--- src/sv/swm_pkg.sv ---
// Shared constants and types for the sliding-window median filter.
// No dependencies; every other file of the block depends on this package.
package swm_pkg;

	// Width of one latency sample and of the median result.
	localparam int SAMPLE_W = 32;
	// Width of the window size register and of the held count field.
	localparam int WIN_W = 6;
	// Default capacity of the cell chain.
	localparam int MAX_WINDOW_DEF = 32;
	// Window size after reset.
	localparam logic [WIN_W-1:0] WIN_RESET = WIN_W'(32);

	// Movement flags that one cell shows its two neighbors.
	typedef struct packed {
		logic mv_left;   // this cell's word moves one place toward cell 0
		logic mv_right;  // this cell's word moves one place away from cell 0
		logic del;       // this cell holds the oldest word and drops it
	} swm_move_t;

endpackage

--- src/sv/swm_cell.sv ---
// One cell of the sorted sample chain: holds a sample word and its age.
// Depends on swm_pkg; instantiated in a row by sliding_window_median.
module swm_cell #(
	parameter int IDX = 0,
	parameter int CW  = 6,
	parameter int AW  = 5
) (
	input  logic                         clk,
	input  logic                         en,
	input  logic [swm_pkg::SAMPLE_W-1:0] x,
	input  logic [swm_pkg::SAMPLE_W-1:0] v_old,
	input  logic                         evict,
	input  logic [CW-1:0]                count,
	input  logic [AW-1:0]                top_age,
	input  logic [swm_pkg::SAMPLE_W-1:0] left_val,
	input  logic [AW-1:0]                left_age,
	input  swm_pkg::swm_move_t           left_mv,
	input  logic [swm_pkg::SAMPLE_W-1:0] right_val,
	input  logic [AW-1:0]                right_age,
	input  swm_pkg::swm_move_t           right_mv,
	output logic [swm_pkg::SAMPLE_W-1:0] val,
	output logic [AW-1:0]                age,
	output swm_pkg::swm_move_t           mv
);
	import swm_pkg::*;

	logic [SAMPLE_W-1:0] val_q;
	logic [AW-1:0]       age_q;
	logic                valid;
	logic                rem;
	logic                ad;
	logic                ge;
	logic                stay;

	// The chain is sorted by value, ties ordered youngest first.
	// A cell past the dropped word slides left; a cell at or above the new
	// word slides right; doing both leaves it in place.
	always_comb begin
		valid       = int'(count) > IDX;
		mv.del      = evict && valid && (age_q == top_age);
		rem         = valid && !mv.del;
		ad          = evict && (val_q > v_old);
		ge          = val_q >= x;
		mv.mv_left  = rem && ad && !ge;
		mv.mv_right = rem && !ad && ge;
		stay        = rem && (ad == ge);
	end

	// Take a neighbor's word, keep our own, or else take the new sample.
	always_ff @(posedge clk) begin
		if (en) begin
			if (right_mv.mv_left) begin
				val_q <= right_val;
				age_q <= right_age + 1'b1;
			end else if (left_mv.mv_right) begin
				val_q <= left_val;
				age_q <= left_age + 1'b1;
			end else if (stay) begin
				age_q <= age_q + 1'b1;
			end else begin
				val_q <= x;
				age_q <= '0;
			end
		end
	end

	assign val = val_q;
	assign age = age_q;

endmodule

--- config.mk ---
export PLATFORM = sky130hd
export DESIGN_NAME = swm_cell
export DESIGN_NICKNAME = d
export VERILOG_FILES = /design/src/sv/swm_pkg.sv /design/src/sv/swm_cell.sv
export SDC_FILE = /design/constraint.sdc
export NUM_CORES = 1
export LEC_CHECK = 0
export ABC_AREA = 0
export BUFFER_PORTS_ARGS = -buffer_cell sky130_fd_sc_hd__buf_2
export CAP_MARGIN = 20
export CORE_MARGIN = 2
export CORE_UTILIZATION = 45
export CTS_CLUSTER_DIAMETER = 60
export DETAILED_ROUTE_END_ITERATION = 8
export PLACE_DENSITY = 0.78
export REMOVE_ABC_BUFFERS = 1
export SLEW_MARGIN = 15
export SYNTH_ARGS = -nofsm -noshare
export SYNTH_HDL_FRONTEND = slang
export SYNTH_SLANG_ARGS = --single-unit
export TNS_END_PERCENT = 50
--- constraint.sdc ---
create_clock -name clk -period 5.6 [get_ports clk]
set_input_delay 0.56 -clock clk [delete_from_list [all_inputs] [get_ports clk]]
set_output_delay 0.56 -clock clk [all_outputs]
set_load 0.005 [all_outputs]
==> flow_summary.json <==
{
  "run_status": "complete, no violations",
  "worstSkewPairLatency_ps": 290,
  "globalRouteMet3Util_pct": 4.11,
  "dr_total_vias": 3707,
  "layout-drive-gt1-share_pct": 34.5,
  "drtIter0Drc": 110,
  "slowest_delay_ps": 680,
  "core_area_um2": 8180,
  "multi_input_comb_area_um2": 2350,
  "r2r_cells": 8,
  "wirelength_um": 10200,
  "fmax_mhz": 261,
  "post_cts_buffers": 0,
  "setup_slack_ps": 1770,
  "cts_root_buf": "clkbuf_8",
  "synth_cell_types": 39,
  "met1_usage_pct": 25.3,
  "cts_hold_buf": 0,
  "cts_sinks": 37,
  "cp.required_ps": 5580,
  "dieArea_um2": 9110,
  "p_leak_nw": 2.66,
  "grt_max_degree": 72,
  "cp-end-kind": "register",
  "cts-buffers-inserted": 5,
  "cts.clk_slew.worst_paths_ps": 80,
  "yosysTopAreaCellShare_pct": 29.5,
  "hpwlAfterDp_um": 8560,
  "critical_path.max_fanout": 17,
  "die_w_um": 95.5,
  "tightest_slew_ps": 781,
  "die_h_um": 95.5,
  "critical_path_class": "register to register",
  "finClkSkew_ps": 5.50,
  "antenna_found_initial": 0,
  "fin_util_pct": 60.1,
  "fin_cells": 717,
  "holdCritPathClass": "primary input to register",
  "wl_per_cell_um": 14.3,
  "ff_latch_area_um2": 1110,
  "gp_congestion": 0.832,
  "worst_ep_arrival_time_ps": 3810,
  "top_usage_layer": "met2",
  "grtUsageTotal_pct": 22.4,
  "final-hold-violation-count": 0,
  "powerDensity_nw_per_um2": 176,
  "slew_violations": 0,
  "cts_resized": 0,
  "tns_ps": 0,
  "fillers": 747,
  "rsz0062_at_grt": "no",
  "yosys_warnings": 0,
  "max-slew-margin-rel_pct": 47.9,
  "synthCells": 420,
  "antenna_cells": 0,
  "cts.path.max_buffers": 2,
  "cpMaxStageDelayCell": "o21a_1",
  "num_rows": 33,
  "synth_commonest_cells": "ha_1, inv_1, nand2_1, edfxtp_1",
  "ctsHtreeMaxLevel": 2,
  "async_flop_share_pct": 0,
  "initial_core_util_pct": 46.1,
  "grtUsageMet2_pct": 42.1,
  "syn_area_per_cell_um2": 8.96,
  "cp-start-kind": "register",
  "vdd_drop_max_mv": 0.101,
  "ys_seq_area_share_pct": 29.5,
  "max_cap_viol_count": 0,
  "synth_top_flop_cell": "edfxtp_1",
  "cts_tree": "built",
  "hold_depth": 3,
  "synth_seq_cells": 37,
  "grt_overflow": 0,
  "grt_pass1_wl_um": 16100,
  "via_per_inst": 5.17,
  "num-nets-final": 836,
  "drc": 0,
  "syn_to_final_growth_pct": 30.4,
  "drtPass1Iterations": 4,
  "ys_top_cells_by_area": "edfxtp_1, ha_1, mux2i_1, inv_1, nand2_1",
  "synthesis.area_um2": 3760,
  "post-route-period-util_pct": 68.3,
  "min_period_ps": 3830,
  "finalSetupViolCount": 0,
  "pre_cts_ws_ps": 1510,
  "pin_count": 198,
  "crit_chain": "ha_1 > nand4_1 > nor4_1 > a31oi_1 > a21boi_2 > xnor2_2 > o21a_1 > buf_4",
  "first_global_vias": 3744,
  "dp.cells": 709,
  "synth_area_leader_cell": "edfxtp_1",
  "numPortBuffers": 193,
  "synth_edf_count": 37,
  "antenna_left": 0
}
## final cells by class
class / count / area share, %
clock buffer: 5 / 1.40
clock inverter: 3 / 0.255
inverter: 67 / 5.12
multi-input combinational: 304 / 47.8
sequential: 37 / 22.6
tap: 105 / 2.68
timing repair buffer: 196 / 20.1
## path summary, 6_finish.rpt
kind	from	to	slack, ps
worst max-delay path	val[30]	val[0]	1770
worst min-delay path	right_val[20]	val[20]	550
worst max register to register	val[30]	val[0]	1770
worst min register to register	age[0]	age[0]	750
## cells by family after synthesis
family / count (synthesis) / synth area share [%]
adders and majority gates: 67 / 22.3
buffers and inverters: 79 / 8.18
AOI/OAI and AO/OA: 98 / 16.4
muxes: 32 / 8.51
DFF: 37 / 29.5
and+or+nand+nor: 92 / 11.4
xor gates and xnor gates: 15 / 3.69
## report_power, final
group / leakage (nW) / internal (mW) / switching, mW
Sequential: 0.363 / 0.340 / 0.0242
Combinational: 2.26 / 0.153 / 0.163
Clock: 0.0430 / 0.0841 / 0.103
## flip-flops by register name (all words and copies together) (netlist names)
name	count
age	5
val	32
## worst max-delay path, delay by kind of cell, from the launching register on
family,cells,cell delay (ps)
flops,1,430
compound gates,3,1100
xor+xnor,1,380
buf+inv,1,390
simple gates,2,840
fa+ha+maj,1,360
## metal layers
metal / wire [um] / part of all wire [%] / vias to the layer above
met1: 4050 / 40 / 1657
met3: 676 / 6.6 / 22
li1: - / - / 1887
met4: 266 / 2.6 / 0
met5: 0 / 0 / -
met2: 5240 / 51 / 141
## stage by stage
stage	total power [mW]	hold WS, ps	cell area, um^2
6_report	0.866	550	4910
5_1_grt	0.932	560	4910
4_1_cts	0.876	546	4910
3_5_place_dp	0.687	727	4830
3_3_place_gp	0.672	722	4830
2_1_floorplan	0.538	672	3710
## placed cells by master, fill, tap and decap left out, drive strengths merged, types with 2 or more instances in the layout
| cell | Yosys | layout |
|---|---|---|
| clkbuf | 11 | 5 |
| nand3 | 14 | 14 |
| buf | 1 | 196 |
| clkinv | 0 | 3 |
| edfxtp | 37 | 37 |
| ha | 67 | 67 |
| o31ai | 4 | 4 |
| a21o | 5 | 5 |
| a211oi | 3 | 3 |
| a22oi | 4 | 4 |
| nand2 | 43 | 43 |
| a211o | 3 | 3 |
| nor3 | 6 | 6 |
| xnor2 | 7 | 7 |
| o21a | 3 | 3 |
| xor2 | 8 | 8 |
| o21ai | 40 | 40 |
| a21boi | 2 | 2 |
| o211ai | 2 | 2 |
| nand4 | 12 | 12 |
| nor2b | 3 | 3 |
| nor2 | 7 | 7 |
| nor4 | 3 | 3 |
| mux2i | 32 | 32 |
| inv | 67 | 67 |
| a21oi | 25 | 25 |
| nand2b | 2 | 2 |
No activity file was read; power rests on OpenSTA's default activity.
